--- src/rtl/core/wse_pkg.sv ---
`timescale 1ns / 1ps

package wse_pkg;

    // grid and sample sizes
    localparam int MAX_POINTS  = 64;
    localparam int MIN_POINTS  = 3;
    localparam int SAMPLE_BITS = 16;
    localparam int IDX_W       = $clog2(MAX_POINTS);
    localparam int CNT_W       = $clog2(MAX_POINTS + 1);
    localparam int ALPHA_W     = 16;
    localparam int CFG_DATA_W  = 16;

    // fixed-point layout: alpha is Q0.16, start formula is scaled by one more bit
    localparam int FRAC_LF = ALPHA_W;
    localparam int FRAC_ST = ALPHA_W + 1;

    // datapath widths
    localparam int DIFF_W = SAMPLE_BITS + 3;
    localparam int PROD_W = ALPHA_W + 1 + DIFF_W;
    localparam int NUM_W  = PROD_W + 2;

    // stream packing
    localparam int TDATA_W = 8 * ((IDX_W + SAMPLE_BITS + 7) / 8);

    // register map
    localparam logic CFG_ALPHA_SQ      = 1'b0;
    localparam logic CFG_ACTIVE_POINTS = 1'b1;

    localparam logic [ALPHA_W-1:0] ALPHA_RESET  = ALPHA_W'(16384);
    localparam logic [CNT_W-1:0]   POINTS_RESET = CNT_W'(MAX_POINTS);

    // request kinds
    localparam logic REQ_LOAD = 1'b0;
    localparam logic REQ_STEP = 1'b1;

    typedef logic signed [SAMPLE_BITS-1:0] sample_t;
    typedef logic        [IDX_W-1:0]       idx_t;
    typedef logic        [CNT_W-1:0]       cnt_t;
    typedef logic        [ALPHA_W-1:0]     alpha_t;
    typedef logic signed [DIFF_W-1:0]      diff_t;
    typedef logic signed [PROD_W-1:0]      prod_t;
    typedef logic signed [NUM_W-1:0]       num_t;

    typedef struct packed {
        sample_t cur;
        sample_t prev;
    } cell_data_t;

    typedef struct packed {
        logic load;   // write a loaded sample into cur
        logic shift;  // take the neighbor's pair this cycle
        logic tail;   // last active cell, closes the ring
        logic age;    // inactive cell: prev takes cur
    } cell_ctrl_t;

    typedef enum logic [1:0] {
        ST_IDLE,
        ST_PREP,
        ST_RUN
    } state_t;

endpackage

--- src/rtl/core/wse_cell.sv ---
`timescale 1ns / 1ps

module wse_cell (
    input  logic                aclk,
    input  logic                aresetn,
    input  wse_pkg::cell_ctrl_t ctrl,
    input  wse_pkg::sample_t    load_val,
    input  wse_pkg::cell_data_t nb_in,
    input  wse_pkg::cell_data_t tail_in,
    output wse_pkg::cell_data_t q,
    output wse_pkg::sample_t    tap
);

    wse_pkg::sample_t cur_reg, cur_next;
    wse_pkg::sample_t prev_reg, prev_next;

    always_comb begin
        cur_next  = cur_reg;
        prev_next = prev_reg;
        if (ctrl.load) begin
            cur_next = load_val;
        end else if (ctrl.shift) begin
            if (ctrl.tail) begin
                // new value enters with the old value of its point as prev
                cur_next  = tail_in.cur;
                prev_next = tail_in.prev;
            end else begin
                cur_next  = nb_in.cur;
                prev_next = nb_in.prev;
            end
        end else if (ctrl.age) begin
            prev_next = cur_reg;
        end
    end

    always_ff @(posedge aclk) begin
        if (!aresetn) begin
            cur_reg <= '0;
        end else begin
            cur_reg <= cur_next;
        end
    end

    always_ff @(posedge aclk) begin
        prev_reg <= prev_next;
    end

    assign q.cur  = cur_reg;
    assign q.prev = prev_reg;
    assign tap    = ctrl.tail ? cur_reg : '0;

endmodule

--- config.mk ---
export PLATFORM = sky130hd
export DESIGN_NAME = wse_cell
export DESIGN_NICKNAME = d
export VERILOG_FILES = /design/src/rtl/core/wse_pkg.sv /design/src/rtl/core/wse_cell.sv
export SDC_FILE = /design/constraint.sdc
export NUM_CORES = 1
export LEC_CHECK = 0
export BUFFER_PORTS_ARGS = -buffer_cell sky130_fd_sc_hd__buf_2
export CAP_MARGIN = 20
export CORE_ASPECT_RATIO = 0.9
export CORE_MARGIN = 5
export CORE_UTILIZATION = 44
export CTS_BUF_LIST = sky130_fd_sc_hd__clkbuf_16
export DETAILED_ROUTE_END_ITERATION = 8
export PLACE_DENSITY_LB_ADDON = 0.25
export SLEW_MARGIN = 15
export SYNTH_ARGS = -nofsm -noshare
export SYNTH_HDL_FRONTEND = slang
export SYNTH_SLANG_ARGS = --single-unit
--- constraint.sdc ---
create_clock -name aclk -period 3.04 [get_ports aclk]
set_input_delay 0.304 -clock aclk [delete_from_list [all_inputs] [get_ports aclk]]
set_output_delay 0.304 -clock aclk [all_outputs]
set_load 0.005 [all_outputs]
==> results of run 1 <==
-- logic make-up (layout without fill, tap and decap cells) --
family	count (synthesis)	count (layout)
flops	32	32
compound gates	32	32
mux	32	32
simple gates	68	68
buf+inv	17	142
-- cell usage in the layout, fill, tap and decap left out, drive strengths merged --
cell | synthesis | final
nand3b | 1 | 1
clkinv | 0 | 1
and2 | 16 | 16
mux2i | 32 | 32
clkbuf | 3 | 5
edfxtp | 16 | 16
inv | 0 | 2
nand3 | 16 | 16
buf | 14 | 134
nor2 | 18 | 18
dfxtp | 16 | 16
nand2b | 17 | 17
a21oi | 16 | 16
o221ai | 16 | 16
-- metal layers --
metal  vias up  GRT usage (%)
met5         -              0
met4         0           5.15
met3         4           4.47
met2        73           31.6
met1       782           23.9
li1        910              -
-- tightest hold or removal path, cell delays in order --
cell	delay, ns
buf_2	0.08
nand3_1	0.06
o221ai_1	0.06
-- layout make-up --
type | count | area [um2] | share of cell area (%)
Timing Repair Buffer | 134 | 673 | 25.4
Sequential cell | 32 | 801 | 30.2
Clock buffer | 5 | 125 | 4.73
Tap cell | 48 | 60.1 | 2.27
Multi-Input combinational cell | 132 | 977 | 36.9
Clock inverter | 3 | 11.3 | 0.425
-- worst paths after layout --
path	startpoint	endpoint	slack (ns)	cells past startpoint
worst max-delay path	ctrl[1]	tap[11]	1.25	3
worst min-delay path	load_val[7]	cur_reg[7]	0.27	3
worst max register to register	cur_reg[4]	prev_reg[4]	2.25	2
worst min register to register	cur_reg[9]	cur_reg[9]	0.57	2
-- power by group through the flow --
stage / clock network [mW] / logic (mW) / registers (mW)
after floorplan: 0 / 0.121 / 0.520
after global placement: 0 / 0.226 / 0.522
after detailed placement: 0 / 0.229 / 0.523
after CTS: 0.462 / 0.230 / 0.514
after global routing: 0.490 / 0.253 / 0.519
final: 0.456 / 0.227 / 0.514
-- metrics by stage --
step | worst slack [ns] | utilization [%] | total power, mW | std cells
floorplan | 1.24 | - | 0.642 | 181
global placement | 1.20 | 61.2 | 0.748 | 346
detailed placement | 1.20 | 61.2 | 0.752 | 346
CTS | 1.25 | 64.6 | 1.21 | 354
global route | 1.15 | 64.6 | 1.26 | 354
finish | 1.25 | 64.6 | 1.20 | 354
==> results.sh, run 1 <==
export IMPL_start_kind="input port"
export IMPL_ant_nets=0
export IMPL_netlist_area_leader_share_pct=25.6
export IMPL_grt_pass1_wl_um=8370
export IMPL_powerDensity_mw_per_mm2=452
export IMPL_synthToLayoutAreaGrowth_pct=40.9
export IMPL_dieHeight_um=72
export IMPL_grt_max_degree=49
export IMPL_clk_pin_slew_ns=0.05
export IMPL_comb_power_share_pct=19.0
export IMPL_start_util_pct=45.8
export IMPL_final_nets=391
export IMPL_synth_top_family_by_area="simple AND/OR/NAND/NOR gates"
export IMPL_syn_nets=267
export IMPL_ys_async_sr_fraction_pct=0
export IMPL_first_iter_violations=74
export IMPL_rows=22
export IMPL_synth_flop_cell="edfxtp_1"
export IMPL_fmax_ghz=0.558
export IMPL_synth_area_mux_share_pct=17.0
export IMPL_antenna_found_initial=0
export IMPL_p_int_mw=0.905
export IMPL_holdWs_ns=0.274
export IMPL_seqPwrFrac_pct=42.9
export IMPL_overflow=0
export IMPL_synth_top_area_cell="edfxtp_1"
export IMPL_netSwitchingFraction_pct=24.4
export IMPL_place_area_mm2=0.00251
export IMPL_diodes=0
export IMPL_slew_violations=0
export IMPL_seq_area_frac_synth_pct=42.6
export IMPL_synthTopCellsByCount="mux2i_1 (32), nor2_1 (18), nand2b_1 (17)"
export IMPL_synth_fa_ha_area_share_pct=0
export IMPL_p_clk_share_pct=38.1
export IMPL_min_path_type="in -> reg"
export IMPL_status="complete, no violations"
export IMPL_final_area_mm2=0.00265
export IMPL_leakagePower_nw=1.33
export IMPL_critPathTopFamily="buffers and inverters"
export IMPL_synth_warnings=0
export IMPL_cp_num_buf_inv=2
export IMPL_ir_drop_uv=235
export IMPL_cp_max_fo=48
export IMPL_finalSetupTns_ns=0
export IMPL_rsz0062_at_grt="no"
export IMPL_coreArea_mm2=0.00410
export IMPL_cp_arrival_ns=1.49
export IMPL_yosysMostFrequentCell="mux2i_1"
export IMPL_maxCapViolations=0
export IMPL_clock_root_buffer="clkbuf_16"
export IMPL_port_buffers=133
export IMPL_cts_resized=0
export IMPL_die_area_mm2=0.00568
export IMPL_syn_area_mm2=0.00188
export IMPL_max_stage_delay_ns=0.81
export IMPL_wl_met1_um=2250
export IMPL_cp_end_kind="primary output"
export IMPL_clock_latency_ns=0.27
export IMPL_period_minus_slack_ns=1.79
export IMPL_dr_max_layer_used="met4"
export IMPL_h_tree_depth=2
export IMPL_worst_pin_slew_ns=1.09
export IMPL_postCtsSetupBuffers=0
export IMPL_worst_setup_path_type="in -> out"
export IMPL_viasPerCell=5.00
export IMPL_crit_chain="buf_2 -> and2_1 -> buf_2"
export IMPL_wl_per_cell_um=14.9
export IMPL_final_setup_skew_ns=0.00517
export IMPL_cts_sinks=32
export IMPL_drc=0
export IMPL_grt_usage_pct=18.6
export IMPL_grt_pass1_vias=1778
export IMPL_setup_violations_final=0
export IMPL_cp_common_cell="buf_2"
export IMPL_synth_area_leaders="edfxtp_1 (26%), dfxtp_1 (17%), mux2i_1 (17%)"
export IMPL_crit_path_top_delay_cell="buf_2"
export IMPL_routabilityCongestion=0.740
export IMPL_cts_tree="yes"
export IMPL_fin_crit_sh_pct=59.0
export IMPL_via_count=1769
export IMPL_dieWidth_um=78.9
export IMPL_dr_pass1_iters=6
export IMPL_synthXorXnorAreaFrac_pct=0
export IMPL_synth_distinct_cells=17
export IMPL_nFillCells=351
export IMPL_wl_met2_um=2590
export IMPL_p_sw_mw=0.292
export IMPL_ctsHoldBuffers=0
export IMPL_ios=134
export IMPL_synth_seq_cells=32
export IMPL_dpl_hpwl_um=4090
export IMPL_synth_edff_count=16
export IMPL_crit_required_ns=2.74
export IMPL_cts_max_path_buffers=2
export IMPL_slew_headroom_pct=27.4
export IMPL_avgSynthCellArea_um2=10.4
export IMPL_synth_simple_area_share_pct=19.9
export IMPL_numCtsBuffers=5
export IMPL_met3_length_um=393
export IMPL_layout_drive_gt1_share_pct=49.3
export IMPL_synthCells=181
export IMPL_synth_compound_area_share_pct=15.0
export IMPL_drt_wl_total_um=5260
export IMPL_hold_viol=0
(Power assumes the default switching activity.)
==> inputs of run 2 (changes only) <==
ABC_AREA = 1   (was not set)
CORE_UTILIZATION = 41   (was 44)
clock period = 1.84 ns   (was 3.04 ns; I/O delays follow)
==> run 2 against run 1 <==
Against the previous run:
- clock power increased by 61%
- power is 62% higher
- largest cell class unchanged
- die area up 7.2%
- utilization fell by 4.0 points
- routed wire length increased by 12%
- hold slack got worse by 0.025 ns
- largest power group unchanged
- combinational power grew 61%
- area after synthesis up 0.93%
- sequential cell count did not move
- via count is 22% higher
- clock skew down 0.0012 ns
- critical path depth stayed put
==> results.sh, run 2 <==
export IMPL_status="complete, no violations"
export IMPL_synth_flop_cell="edfxtp_1"
export IMPL_totalPowerFinal_mw=1.94
export IMPL_r2r_start="cur_reg[1]"
export IMPL_synthToLayoutAreaGrowth_pct=42.5
export IMPL_clock_latency_ns=0.26
export IMPL_crit_required_ns=1.81
export IMPL_p_int_mw=1.46
export IMPL_worst_setup_path_type="in -> reg"
export IMPL_netSwitchingFraction_pct=24.6
export IMPL_ios=134
export IMPL_via_count=2165
export IMPL_worst_pin_slew_ns=0.706
export IMPL_dieWidth_um=81.7
export IMPL_slew_headroom_pct=52.8
export IMPL_holdPathEnd="cur_reg[10]"
export IMPL_start_util_pct=42.5
export IMPL_cts_sinks=32
export IMPL_ir_drop_uv=466
export IMPL_min_delay_start="load_val[10]"
export IMPL_first_iter_violations=83
export IMPL_comb_power_share_pct=18.8
export IMPL_drc=0
export IMPL_cp_end_kind="flip-flop"
export IMPL_cts_tree="yes"
export IMPL_seq_area_frac_synth_pct=42.2
export IMPL_synth_edff_count=16
export IMPL_finalSetupTns_ns=0
export IMPL_synth_top_area_cell="edfxtp_1"
export IMPL_coreArea_mm2=0.00446
export IMPL_cp_arrival_ns=1.16
export IMPL_powerDensity_mw_per_mm2=719
export IMPL_synth_distinct_cells=17
export IMPL_ant_nets=0
export IMPL_grt_pass1_vias=2025
export IMPL_fmax_ghz=0.840
export IMPL_ys_async_sr_fraction_pct=0
export IMPL_nFillCells=433
export IMPL_p_sw_mw=0.477
export IMPL_r2r_end="prev_reg[1]"
export IMPL_synth_seq_cells=32
export IMPL_netlist_area_leader_share_pct=25.3
export IMPL_p_clk_share_pct=37.8
export IMPL_final_common_cell="buf_2"
export IMPL_synth_warnings=0
export IMPL_diodes=0
export IMPL_syn_area_mm2=0.00190
export IMPL_most_common_layout_cells="buf_2 (133), nand2_1 (112), inv_1 (35), a21oi_1 (32), o21ai_0 (23)"
export IMPL_fin_crit_sh_pct=64.7
export IMPL_rr_worst_depth=2
export IMPL_numCtsBuffers=5
export IMPL_yosysMostFrequentCell="nand2_1"
export IMPL_min_path_cells=5
export IMPL_avgSynthCellArea_um2=6.80
export IMPL_start_kind="input port"
export IMPL_synthTopCellsByCount="nand2_1 (112), inv_1 (33), a21oi_1 (32)"
export IMPL_final_nets=494
export IMPL_leakagePower_nw=1.61
export IMPL_die_area_mm2=0.00609
export IMPL_cts_max_path_buffers=2
export IMPL_viasPerCell=4.60
export IMPL_cts_resized=0
export IMPL_port_buffers=133
export IMPL_overflow=0
export IMPL_drt_wl_total_um=5880
export IMPL_h_tree_depth=2
export IMPL_dr_pass1_iters=4
export IMPL_seqPwrFrac_pct=43.4
export IMPL_routabilityCongestion=0.843
export IMPL_grt_pass1_wl_um=9100
export IMPL_grt_max_degree=33
export IMPL_final_setup_skew_ns=0.00392
export IMPL_cp_max_fo=9
export IMPL_clk_pin_slew_ns=0.05
export IMPL_wl_per_cell_um=12.5
export IMPL_synthCells=279
export IMPL_rows=23
export IMPL_clock_root_buffer="clkbuf_16"
export IMPL_maxCapViolations=0
export IMPL_antenna_found_initial=0
export IMPL_synth_area_leaders="edfxtp_1 (25%), nand2_1 (22%), dfxtp_1 (17%)"
export IMPL_ctsHoldBuffers=0
export IMPL_rsz0062_at_grt="no"
export IMPL_dieHeight_um=74.5
export IMPL_postCtsSetupBuffers=0
export IMPL_layout_drive_gt1_share_pct=35.9
export IMPL_min_path_type="in -> reg"
export IMPL_syn_nets=365
export IMPL_setup_violations_final=0
export IMPL_grt_usage_pct=19.3
export IMPL_slew_violations=0
export IMPL_dpl_hpwl_um=4600
export IMPL_period_minus_slack_ns=1.19
export IMPL_hold_viol=0
export IMPL_regToRegSetupSlack_ns=1.07
==> run 2: changes by cell type after synthesis, moves of 17 or more <==
cell      change
inv_1        +33
mux2i_1      -32
nand2_1     +112
nand2b_1     -17
o21ai_0      +23
==> run 2: worst max path at each step <==
stage	from	slack (ns)	end	cells past startpoint
after floorplan	ctrl[2]	0.22	prev_reg[0]	4
after global placement	ctrl[2]	0.21	prev_reg[2]	3
after detailed placement	ctrl[2]	0.36	prev_reg[3]	4
after CTS	ctrl[2]	0.64	prev_reg[11]	4
after global routing	ctrl[3]	0.58	prev_reg[11]	3
final	ctrl[3]	0.65	prev_reg[11]	3
==> run 2: final cells by class <==
type                    count  area [um2]  area share (%)
flip-flops and latches     32         801            29.6
multi-input cells         196         848            31.4
clock buffers               5         125            4.63
repair buffers            138         703            26.0
inverters                  35         136            5.05
well taps                  62        77.6            2.87
clock inverters             3        11.3           0.417
==> run 2: layer usage <==
metal / global-route usage, % / part of all wire, %
met5: 0 / 0
met2: 33.2 / 51
met1: 24.6 / 40
met4: 5.90 / 1.5
met3: 3.63 / 7.5
==> run 2: kinds of logic after synthesis <==
| family | after synthesis | share of synthesized area [%] |
|---|---|---|
| compound gates | 64 | 16.9 |
| flops | 32 | 42.2 |
| buf+inv | 51 | 13.1 |
| simple gates | 132 | 27.8 |
==> run 2: worst max-delay path: stages <==
cell and delay [ns]:
buf_2 0.12, nor2_1 0.56, buf_4 0.29
==> run 2: through the flow <==
step                      hold slack [ns]  area, um2  setup WS [ns]  std cells  utilization (%)
after global routing                0.262       2700          0.582        471             60.6
after detailed placement            0.522       2570          0.359        463             57.5
after floorplan                     0.389       1900          0.215        279                -
after global placement              0.505       2560          0.206        462             57.4
final                               0.250       2700          0.650        471             60.6
after CTS                           0.247       2700          0.636        471             60.6
==> run 2: power groups by stage <==
stage,registers [mW],clock network [mW],logic [mW]
after floorplan,0.854,0,0.187
final,0.842,0.734,0.366
after global routing,0.848,0.784,0.416
after CTS,0.843,0.747,0.370
after global placement,0.856,0,0.360
after detailed placement,0.857,0,0.369
